### src/rtl/tprt_pkg.sv
// ----------------------------------------------------------------------------
// tprt_pkg: shared types and constants for the touch record parser
// Item structs, register map codes, frame byte codes and sizes.
// ----------------------------------------------------------------------------
`default_nettype none

package tprt_pkg;

  // Sizes
  localparam int BODY_BYTES  = 24;
  localparam int COORD_WIDTH = 12;
  localparam int LEN_W       = $clog2(BODY_BYTES);
  localparam int VALUE_W     = COORD_WIDTH + 1;
  localparam int AGE_W       = 20;
  localparam int MAXC_W      = 12;

  localparam logic [AGE_W-1:0]   AGE_MAX   = {AGE_W{1'b1}};
  localparam logic [VALUE_W-1:0] VALUE_MAX = {VALUE_W{1'b1}};

  // Register map (byte address 4*index, index is paddr[2])
  localparam logic REG_TTL_TICKS   = 1'b0;
  localparam logic REG_COORD_LIMIT = 1'b1;

  localparam logic [AGE_W-1:0]  TTL_RESET  = 20'd250;
  localparam logic [MAXC_W-1:0] MAXC_RESET = 12'd4095;

  // Item operation codes
  localparam logic OP_BYTE = 1'b0;
  localparam logic OP_TICK = 1'b1;

  // Byte codes
  localparam logic [7:0] CH_ESC   = 8'h1B;
  localparam logic [7:0] CH_T     = 8'h54;
  localparam logic [7:0] CH_LF    = 8'h0A;
  localparam logic [7:0] CH_CR    = 8'h0D;
  localparam logic [7:0] CH_COMMA = 8'h2C;
  localparam logic [7:0] CH_PLUS  = 8'h2B;
  localparam logic [7:0] CH_MINUS = 8'h2D;
  localparam logic [7:0] CH_SPACE = 8'h20;
  localparam logic [7:0] CH_TAB   = 8'h09;
  localparam logic [7:0] CH_VT    = 8'h0B;
  localparam logic [7:0] CH_FF    = 8'h0C;
  localparam logic [7:0] CH_NUL   = 8'h00;
  localparam logic [7:0] CH_0     = 8'h30;
  localparam logic [7:0] CH_9     = 8'h39;

  typedef struct packed {
    logic       operation;
    logic [7:0] rx_byte;
  } in_item_t;

  typedef struct packed {
    logic                   touch_down;
    logic [COORD_WIDTH-1:0] touch_x;
    logic [COORD_WIDTH-1:0] touch_y;
    logic                   record_accepted;
  } out_item_t;

  typedef struct packed {
    logic [AGE_W-1:0]  ttl_ticks;
    logic [MAXC_W-1:0] coord_limit;
  } cfg_t;

endpackage

`default_nettype wire

### src/rtl/tprt_parser.sv
// ----------------------------------------------------------------------------
// tprt_parser: record scanner and press tracker
// Holds the frame and number state; gives the result for the item at its
// input from the next-state values, and commits the state when it is taken.
// ----------------------------------------------------------------------------
`default_nettype none

module tprt_parser (
  input  wire logic               clk,
  input  wire logic               rst_n,
  input  wire logic               item_take,
  input  wire tprt_pkg::in_item_t item,
  input  wire tprt_pkg::cfg_t     cfg,
  output tprt_pkg::out_item_t     result
);

  typedef enum logic [1:0] {PH_IDLE, PH_ESC, PH_BODY} phase_t;
  typedef enum logic [1:0] {NP_BLANKS, NP_SIGN, NP_DIGITS} num_phase_t;

  localparam logic [1:0] FIELD_D = 2'd2;

  phase_t                               phase_r, phase_nxt;
  logic [tprt_pkg::LEN_W-1:0]           len_r, len_nxt;
  logic [1:0]                           fnum_r, fnum_nxt;
  num_phase_t                           np_r, np_nxt;
  logic [tprt_pkg::VALUE_W-1:0]         val_r, val_nxt;
  logic                                 neg_r, neg_nxt;
  logic                                 bad_r, bad_nxt;
  logic                                 ended_r, ended_nxt;
  logic [tprt_pkg::COORD_WIDTH-1:0]     hx_r, hx_nxt, hy_r, hy_nxt;
  logic                                 active_r, active_nxt;
  logic [tprt_pkg::COORD_WIDTH-1:0]     px_r, px_nxt, py_r, py_nxt;
  logic [tprt_pkg::AGE_W-1:0]           age_r, age_nxt;
  logic                                 accepted;

  logic [7:0]                   c;
  logic                         is_digit, is_blank, len_full, coord_ok;
  logic [tprt_pkg::VALUE_W+3:0] dsum;

  assign c        = item.rx_byte;
  assign is_digit = (c >= tprt_pkg::CH_0) && (c <= tprt_pkg::CH_9);
  assign is_blank = (c == tprt_pkg::CH_SPACE) || (c == tprt_pkg::CH_TAB) ||
                    (c == tprt_pkg::CH_VT) || (c == tprt_pkg::CH_FF);
  // value*10 + digit
  assign dsum = {1'b0, val_r, 3'b000} + {3'b000, val_r, 1'b0} +
                {{(tprt_pkg::VALUE_W){1'b0}}, c[3:0]};
  assign len_full = ({1'b0, len_r} + 1'b1) >= (tprt_pkg::LEN_W+1)'(tprt_pkg::BODY_BYTES);
  // "-0" passes
  assign coord_ok = (!neg_r || (val_r == '0)) && (val_r <= {1'b0, cfg.coord_limit});

  always_comb begin
    phase_nxt  = phase_r;
    len_nxt    = len_r;
    fnum_nxt   = fnum_r;
    np_nxt     = np_r;
    val_nxt    = val_r;
    neg_nxt    = neg_r;
    bad_nxt    = bad_r;
    ended_nxt  = ended_r;
    hx_nxt     = hx_r;
    hy_nxt     = hy_r;
    active_nxt = active_r;
    px_nxt     = px_r;
    py_nxt     = py_r;
    age_nxt    = age_r;
    accepted   = 1'b0;

    if (item.operation == tprt_pkg::OP_TICK) begin
      if (age_r != tprt_pkg::AGE_MAX) begin
        age_nxt = age_r + 1'b1;
      end
    end else begin
      case (phase_r)
        PH_IDLE: begin
          if (c == tprt_pkg::CH_ESC) begin
            phase_nxt = PH_ESC;
          end
        end
        PH_ESC: begin
          if (c == tprt_pkg::CH_T) begin
            phase_nxt = PH_BODY;
          end else if (c != tprt_pkg::CH_ESC) begin
            phase_nxt = PH_IDLE;
          end
          len_nxt   = '0;
          fnum_nxt  = '0;
          bad_nxt   = 1'b0;
          ended_nxt = 1'b0;
          np_nxt    = NP_BLANKS;
          val_nxt   = '0;
          neg_nxt   = 1'b0;
        end
        PH_BODY: begin
          if (c == tprt_pkg::CH_ESC) begin
            phase_nxt = PH_ESC;
            len_nxt   = '0;
            fnum_nxt  = '0;
            bad_nxt   = 1'b0;
            ended_nxt = 1'b0;
            np_nxt    = NP_BLANKS;
            val_nxt   = '0;
            neg_nxt   = 1'b0;
          end else if ((c == tprt_pkg::CH_LF) || (c == tprt_pkg::CH_CR)) begin
            phase_nxt = PH_IDLE;
            if (!bad_r && (fnum_r == FIELD_D) && (np_r == NP_DIGITS)) begin
              if (val_r == '0) begin
                active_nxt = 1'b0;
                accepted   = 1'b1;
              end else if ((val_r == tprt_pkg::VALUE_W'(1)) && !neg_r) begin
                px_nxt     = hx_r;
                py_nxt     = hy_r;
                active_nxt = 1'b1;
                age_nxt    = '0;
                accepted   = 1'b1;
              end
            end
          end else if (len_full) begin
            // overlong body: drop
            phase_nxt = PH_IDLE;
          end else begin
            len_nxt = len_r + 1'b1;
            if (!ended_r && !bad_r) begin
              if (c == tprt_pkg::CH_NUL) begin
                ended_nxt = 1'b1;
              end else if (is_digit) begin
                val_nxt = (dsum > {4'b0000, tprt_pkg::VALUE_MAX}) ?
                          tprt_pkg::VALUE_MAX : dsum[tprt_pkg::VALUE_W-1:0];
                np_nxt  = NP_DIGITS;
              end else if (np_r == NP_BLANKS) begin
                if (c == tprt_pkg::CH_PLUS || c == tprt_pkg::CH_MINUS) begin
                  neg_nxt = (c == tprt_pkg::CH_MINUS);
                  np_nxt  = NP_SIGN;
                end else if (!is_blank) begin
                  bad_nxt = 1'b1;
                end
              end else if ((np_r == NP_DIGITS) && (c == tprt_pkg::CH_COMMA) &&
                           (fnum_r != FIELD_D)) begin
                if (!coord_ok) begin
                  bad_nxt = 1'b1;
                end else begin
                  if (fnum_r == 2'd0) begin
                    hx_nxt = val_r[tprt_pkg::COORD_WIDTH-1:0];
                  end else begin
                    hy_nxt = val_r[tprt_pkg::COORD_WIDTH-1:0];
                  end
                  fnum_nxt = fnum_r + 1'b1;
                  np_nxt   = NP_BLANKS;
                  val_nxt  = '0;
                  neg_nxt  = 1'b0;
                end
              end else begin
                bad_nxt = 1'b1;
              end
            end
          end
        end
        default: begin
          phase_nxt = PH_IDLE;
        end
      endcase
    end
  end

  always_ff @(posedge clk) begin
    if (!rst_n) begin
      phase_r  <= PH_IDLE;
      len_r    <= '0;
      fnum_r   <= '0;
      np_r     <= NP_BLANKS;
      val_r    <= '0;
      neg_r    <= 1'b0;
      bad_r    <= 1'b0;
      ended_r  <= 1'b0;
      hx_r     <= '0;
      hy_r     <= '0;
      active_r <= 1'b0;
      px_r     <= '0;
      py_r     <= '0;
      age_r    <= '0;
    end else if (item_take) begin
      phase_r  <= phase_nxt;
      len_r    <= len_nxt;
      fnum_r   <= fnum_nxt;
      np_r     <= np_nxt;
      val_r    <= val_nxt;
      neg_r    <= neg_nxt;
      bad_r    <= bad_nxt;
      ended_r  <= ended_nxt;
      hx_r     <= hx_nxt;
      hy_r     <= hy_nxt;
      active_r <= active_nxt;
      px_r     <= px_nxt;
      py_r     <= py_nxt;
      age_r    <= age_nxt;
    end
  end

  assign result.touch_down      = active_nxt && (age_nxt <= cfg.ttl_ticks);
  assign result.touch_x         = px_nxt;
  assign result.touch_y         = py_nxt;
  assign result.record_accepted = accepted;

endmodule

`default_nettype wire

### src/rtl/touch_record_parser_ttl_top.sv
// ----------------------------------------------------------------------------
// touch_record_parser_ttl_top: touch record parser with press expiry
// Results are registered. Throughput: one item per cycle while in_stall is low;
// the parser state updates in a single pass. A two-entry output stage (result
// register plus skid) lets the input keep going for one item while out_stall
// is high; in_stall rises when it fills.
// Reset (rst_n low, synchronous): parser idle, no press, registers at
// ttl_ticks = 250 and coord_limit = 4095, output stage empty.
// ----------------------------------------------------------------------------
`default_nettype none

module touch_record_parser_ttl_top (
  input  wire logic                clk,
  input  wire logic                rst_n,
  // input items
  input  wire logic                in_valid,
  output logic                     in_stall,
  input  wire tprt_pkg::in_item_t  in_data,
  // result items
  output logic                     out_valid,
  input  wire logic                out_stall,
  output tprt_pkg::out_item_t      out_data,
  // APB-style register port
  input  wire logic                psel,
  input  wire logic                penable,
  input  wire logic                pwrite,
  input  wire logic [2:0]          paddr,
  input  wire logic [31:0]         pwdata,
  output logic [31:0]              prdata,
  output logic                     pready
);

  // --------------------------------------------------------------------------
  // Configuration registers. Index is paddr[2]; low address bits are ignored.
  // --------------------------------------------------------------------------
  tprt_pkg::cfg_t cfg_r;
  logic           cfg_wr;

  assign pready = 1'b1;
  assign cfg_wr = psel && penable && pwrite && pready;

  always_ff @(posedge clk) begin
    if (!rst_n) begin
      cfg_r.ttl_ticks   <= tprt_pkg::TTL_RESET;
      cfg_r.coord_limit <= tprt_pkg::MAXC_RESET;
    end else if (cfg_wr) begin
      if (paddr[2] == tprt_pkg::REG_TTL_TICKS) begin
        cfg_r.ttl_ticks <= pwdata[tprt_pkg::AGE_W-1:0];
      end else begin
        cfg_r.coord_limit <= pwdata[tprt_pkg::MAXC_W-1:0];
      end
    end
  end

  always_comb begin
    case (paddr[2])
      tprt_pkg::REG_TTL_TICKS:   prdata = {{(32-tprt_pkg::AGE_W){1'b0}}, cfg_r.ttl_ticks};
      tprt_pkg::REG_COORD_LIMIT: prdata = {{(32-tprt_pkg::MAXC_W){1'b0}}, cfg_r.coord_limit};
      default:                   prdata = '0;
    endcase
  end

  // --------------------------------------------------------------------------
  // Parser: result is formed combinationally from the item at the input
  // --------------------------------------------------------------------------
  logic                in_take;
  tprt_pkg::out_item_t res;

  assign in_take = in_valid && !in_stall;

  tprt_parser u_parser (
    .clk       (clk),
    .rst_n     (rst_n),
    .item_take (in_take),
    .item      (in_data),
    .cfg       (cfg_r),
    .result    (res)
  );

  // --------------------------------------------------------------------------
  // Output stage: result register plus one skid entry
  // --------------------------------------------------------------------------
  logic                out_v_r, skid_v_r;
  tprt_pkg::out_item_t out_d_r, skid_d_r;

  assign in_stall  = skid_v_r;
  assign out_valid = out_v_r;
  assign out_data  = out_d_r;

  always_ff @(posedge clk) begin
    if (!rst_n) begin
      out_v_r  <= 1'b0;
      skid_v_r <= 1'b0;
    end else if (out_v_r && out_stall) begin
      // result held; a new item parks in the skid entry
      if (in_take) begin
        skid_v_r <= 1'b1;
        skid_d_r <= res;
      end
    end else if (skid_v_r) begin
      // drain the skid entry (no item is taken while it is full)
      out_v_r  <= 1'b1;
      out_d_r  <= skid_d_r;
      skid_v_r <= 1'b0;
    end else begin
      out_v_r <= in_take;
      if (in_take) begin
        out_d_r <= res;
      end
    end
  end

  // --------------------------------------------------------------------------
  // Assertions
  // --------------------------------------------------------------------------
  a_skid_behind_out: assert property (@(posedge clk) disable iff (!rst_n)
    skid_v_r |-> out_v_r)
    else $error("skid entry full while result register empty");

  a_park_in_skid: assert property (@(posedge clk) disable iff (!rst_n)
    (in_take && out_v_r && out_stall) |=> (skid_v_r && out_v_r))
    else $error("item taken under output stall was not kept");

  a_reset_empty: assert property (@(posedge clk)
    !rst_n |=> (!out_valid && !in_stall))
    else $error("output stage not empty after reset");

endmodule

`default_nettype wire
### config.mk
export PLATFORM = sky130hd
export DESIGN_NAME = touch_record_parser_ttl_top
export DESIGN_NICKNAME = d
export VERILOG_FILES = /design/src/rtl/tprt_pkg.sv /design/src/rtl/tprt_parser.sv /design/src/rtl/touch_record_parser_ttl_top.sv
export SDC_FILE = /design/constraint.sdc
export NUM_CORES = 1
export LEC_CHECK = 0
export ABC_AREA = 1
export BUFFER_PORTS_ARGS = -buffer_cell sky130_fd_sc_hd__buf_2
export CORE_MARGIN = 2
export CORE_UTILIZATION = 57
export DETAILED_ROUTE_END_ITERATION = 12
export PLACE_DENSITY = 0.78
export RECOVER_POWER = 25
export SETUP_SLACK_MARGIN = 0.05
export SYNTH_ARGS = -nofsm -noshare
export SYNTH_HDL_FRONTEND = slang
export SYNTH_SLANG_ARGS = --single-unit
### constraint.sdc
create_clock -name clk -period 4.4 [get_ports clk]
set_input_delay 0.66 -clock clk [delete_from_list [all_inputs] [get_ports clk]]
set_output_delay 0.66 -clock clk [all_outputs]
set_load 0.05 [all_outputs]
==> summary.md <==
| Metric | Value |
|---|---|
| Fin Hold WS | `0.446 ns` |
| Failing checks | `max-capacitance violations, max-slew violations` |
| Hold Path Class | `in -> reg` |
| DR vias/cell | `5.48` |
| Synth top cells by count | `nand2_1 (254), nor2_1 (202), inv_1 (154), dfxtp_1 (130), o21ai_0 (110)` |
| CTS buffer count | `17` |
| Drt first pass iters | `7` |
| Setup Buffers After CTS | `0` |
| PwrDens | `336 nW/um^2` |
| WHS Path Cells | `3` |
| Number of enable flip-flop cells after synthesis | `52` |
| Relative slew slack | `-130%` |
| Leakage | `0.00564 uW` |
| Root buf cell | `clkbuf_16` |
| IO Count | `112` |
| Hold Buf Count CTS | `0` |
| Setup crit end kind | `flip-flop` |
| Die Height | `139 um` |
| Max-slew violations | `71` |
| Most frequent cell after synthesis | `nand2_1` |
| Post-layout util | `63.8%` |
| Final instance area | `11400 um^2` |
| RSZ-0062 raised after global routing | `no` |
| Crit. Startpoint | `rst_n` |
| Buffers on Ports | `84` |
| # DRC | `0` |
| # rows | `49` |
| CTS clk-pin slew, worst paths | `0.07 ns` |
| Synth area leader | `dfxtp_1` |
| Placeable core area | `17900 um^2` |
| Netlist cell types | `45` |
| Synthesized area per cell | `7.41 um^2` |
| # nets final | `1577` |
| Clock Skews | `0.00684 ns` |
| CP Buf/Inv Count | `3` |
| # diodes | `0` |
| Post-DP Area | `10900 um^2` |
| Antenna Nets Post-Route | `0` |
| Layout cell share with drive strength beyond 1 | `10.5%` |
| Gr ovfl total | `0` |
| CTS tree | `yes` |
| Hold worst-path end | `cfg_r[11]` |
| Synth-to-Final Area Change | `10.1%` |
| Register area share after synthesis | `40.2%` |
| WP data arrival | `3.95 ns` |
| DIE AREA | `19300 um^2` |
| Worst-skew pair later-pin latency | `0.44 ns` |
| Reg2Reg Depth | `21` |
| Vias in the first global route | `8661` |
| Setup TNS Final | `0 ns` |
| Crit-path slowest cell | `clkbuf_1` |
| Synthesized area | `10400 um^2` |
| H-tree Lvls | `4` |
| DRT iter0 DRCs | `628` |
| Gpl congestion | `0.889` |
| DP HPWL | `17100 um` |
| Cells after Synth | `1399` |
| First-pass GRT wire length | `40500 um` |
| Post-CTS sizing | `0` |
| # setup viols final | `0` |
| RR Endpoint | `out_data[25]` |
| Vias post-DR | `9311` |
| DR WL/cell | `14.3 um` |
| Initial Util | `57.9%` |
| Synth area leaders | `dfxtp_1 (25%), edfxtp_1 (15%), nand2_1 (9.2%), ha_1 (8.0%), nor2_1 (7.3%)` |
| Largest net degree at the start of global routing | `71` |
| Maxcap violations | `1` |
| FF-to-FF Start | `u_parser.fnum_r[0]` |
| Count of state elements after synthesis | `182` |
| Maximum fanout along the worst path | `70` |
| Crit share post-route | `86.0%` |
| Ys Warns | `0` |
| Final min period | `3.78 ns` |
| Main synth FF type | `dfxtp_1` |
| Cell Chain, Critical Path | `clkbuf_1, inv_1, clkbuf_1, o21ai_0` |
| Die X | `139 um` |
| Actual slew at the worst max-slew pin | `3.45 ns` |
| Top cell type's share of synthesized area | `25.1%` |
| Outcome | `complete, but fails checks` |
| Initial antenna violation count | `0` |
| Most frequent CP cell | `clkbuf_1` |
| CTS max path bufs | `2` |
| Reg2reg setup slack | `0.88 ns` |
| Peak supply drop | `0.287 mV` |
| Kind of critical path | `in -> reg` |
| Async S/R FF share, synth | `0%` |
| Critical Path Start Type | `input port` |
| Family with the most delay on the worst path | `buffers and inverters` |
| Final Hold Fails | `0` |
| CP required | `4.57 ns` |
| Final wirelength | `24200 um` |
| Critical hold path startpoint | `pwdata[11]` |
| CP max stage delay | `2.45 ns` |
| Fmax | `0.264 GHz` |
| CTS sink cnt | `182` |
| Total GRT Usage | `25.1%` |
cells in the final DEF (no fill, tap or decap), types with 4 or more instances in the layout:
| master | Yosys | layout |
|---|---|---|
| edfxtp_1 | 52 | 52 |
| nor3_1 | 14 | 13 |
| nor4_1 | 4 | 4 |
| nand3_1 | 76 | 76 |
| nand2_4 | 5 | 5 |
| conb_1 | 2 | 13 |
| nand2_2 | 25 | 25 |
| nor2_2 | 5 | 5 |
| o21ai_1 | 22 | 22 |
| inv_1 | 154 | 155 |
| buf_2 | 10 | 58 |
| nand2_1 | 254 | 254 |
| xnor2_1 | 6 | 6 |
| clkbuf_16 | 0 | 17 |
| nand4_1 | 24 | 24 |
| o211ai_1 | 5 | 5 |
| dfxtp_1 | 130 | 130 |
| xor2_1 | 8 | 8 |
| ha_1 | 66 | 66 |
| nor2_1 | 202 | 201 |
| clkbuf_1 | 30 | 29 |
| a21oi_1 | 108 | 107 |
| a31oi_1 | 25 | 25 |
| o21ai_0 | 110 | 110 |
| buf_4 | 13 | 8 |
| nand3b_1 | 5 | 5 |
sequential cells by signal (all words and copies together) (netlist names):
signal and flops:
u_parser.val_r 13, u_parser.age_r 20, u_parser.len_r 5, in_stall 1
u_parser.hx_r 12, out_valid 1, out_data 26, u_parser.phase_r 2
u_parser.fnum_r 2, u_parser.bad_r 1, u_parser.neg_r 1, u_parser.hy_r 12
u_parser.py_r 12, u_parser.active_r 1, cfg_r 32, u_parser.px_r 12
u_parser.np_r 2, u_parser.ended_r 1, skid_d_r 26
worst min-delay path, cell delays in order:
cell	delay, ns
buf_2	0.08
a21oi_1	0.05
o21ai_0	0.06
worst max path at each step:
stage                               to  slack [ns]  cells past startpoint
after global routing         out_valid        0.40                      4
final                        out_valid        0.62                      4
after detailed placement  out_data[25]        0.66                     21
after floorplan            skid_d_r[0]        0.93                      5
after global placement    out_data[25]        0.70                     21
after CTS                 out_data[25]        0.89                     21
stage by stage:
stage / std cells / power, uW / setup WS [ns]
6_report: 1700 / 3830 / 0.616
5_1_grt: 1700 / 3960 / 0.399
4_1_cts: 1700 / 3840 / 0.886
3_5_place_dp: 1668 / 2300 / 0.664
3_3_place_gp: 1668 / 2290 / 0.702
2_1_floorplan: 1410 / 2190 / 0.931
cells by family (layout without fill, tap and decap cells):
| kind of cell | after synthesis | count (layout) | synth area share, % |
|---|---|---|---|
| xor+xnor | 14 | 14 | 1.18 |
| fa+ha+maj | 68 | 68 | 8.35 |
| compound gates | 275 | 275 | 13.8 |
| buf+inv | 230 | 291 | 9.64 |
| simple gates | 628 | 628 | 26.8 |
| flops | 182 | 182 | 40.2 |
| other cells | 2 | 13 | 0.0724 |
final cells by class:
| cell class | instances | area, um^2 |
|---|---|---|
| Clock buffer | 19 | 443 |
| Multi-Input combinational cell | 998 | 5260 |
| Clock inverter | 13 | 166 |
| Fill cell | 1602 | 6480 |
| Timing Repair Buffer | 95 | 475 |
| Inverter | 164 | 623 |
| Sequential cell | 182 | 4160 |
| Tap cell | 229 | 287 |
report_power, final:
| group | switching [uW] | internal [uW] | leakage (uW) | total, uW |
|---|---|---|---|---|
| clock | 693 | 873 | 0.000297 | 1570 |
| sequential | 30.2 | 1790 | 0.00156 | 1820 |
| combinational | 325 | 125 | 0.00378 | 450 |
| total | 1050 | 2780 | 0.00564 | 3830 |
layer usage:
metal	GRT usage [%]	up-vias	wire (um)
met4	8.29	0	478
met1	32.5	4292	11000
met3	4.35	41	1220
li1	-	4711	-
met2	43.0	267	11600
met5	0	-	0
No activity file was read; power rests on OpenSTA's default activity.
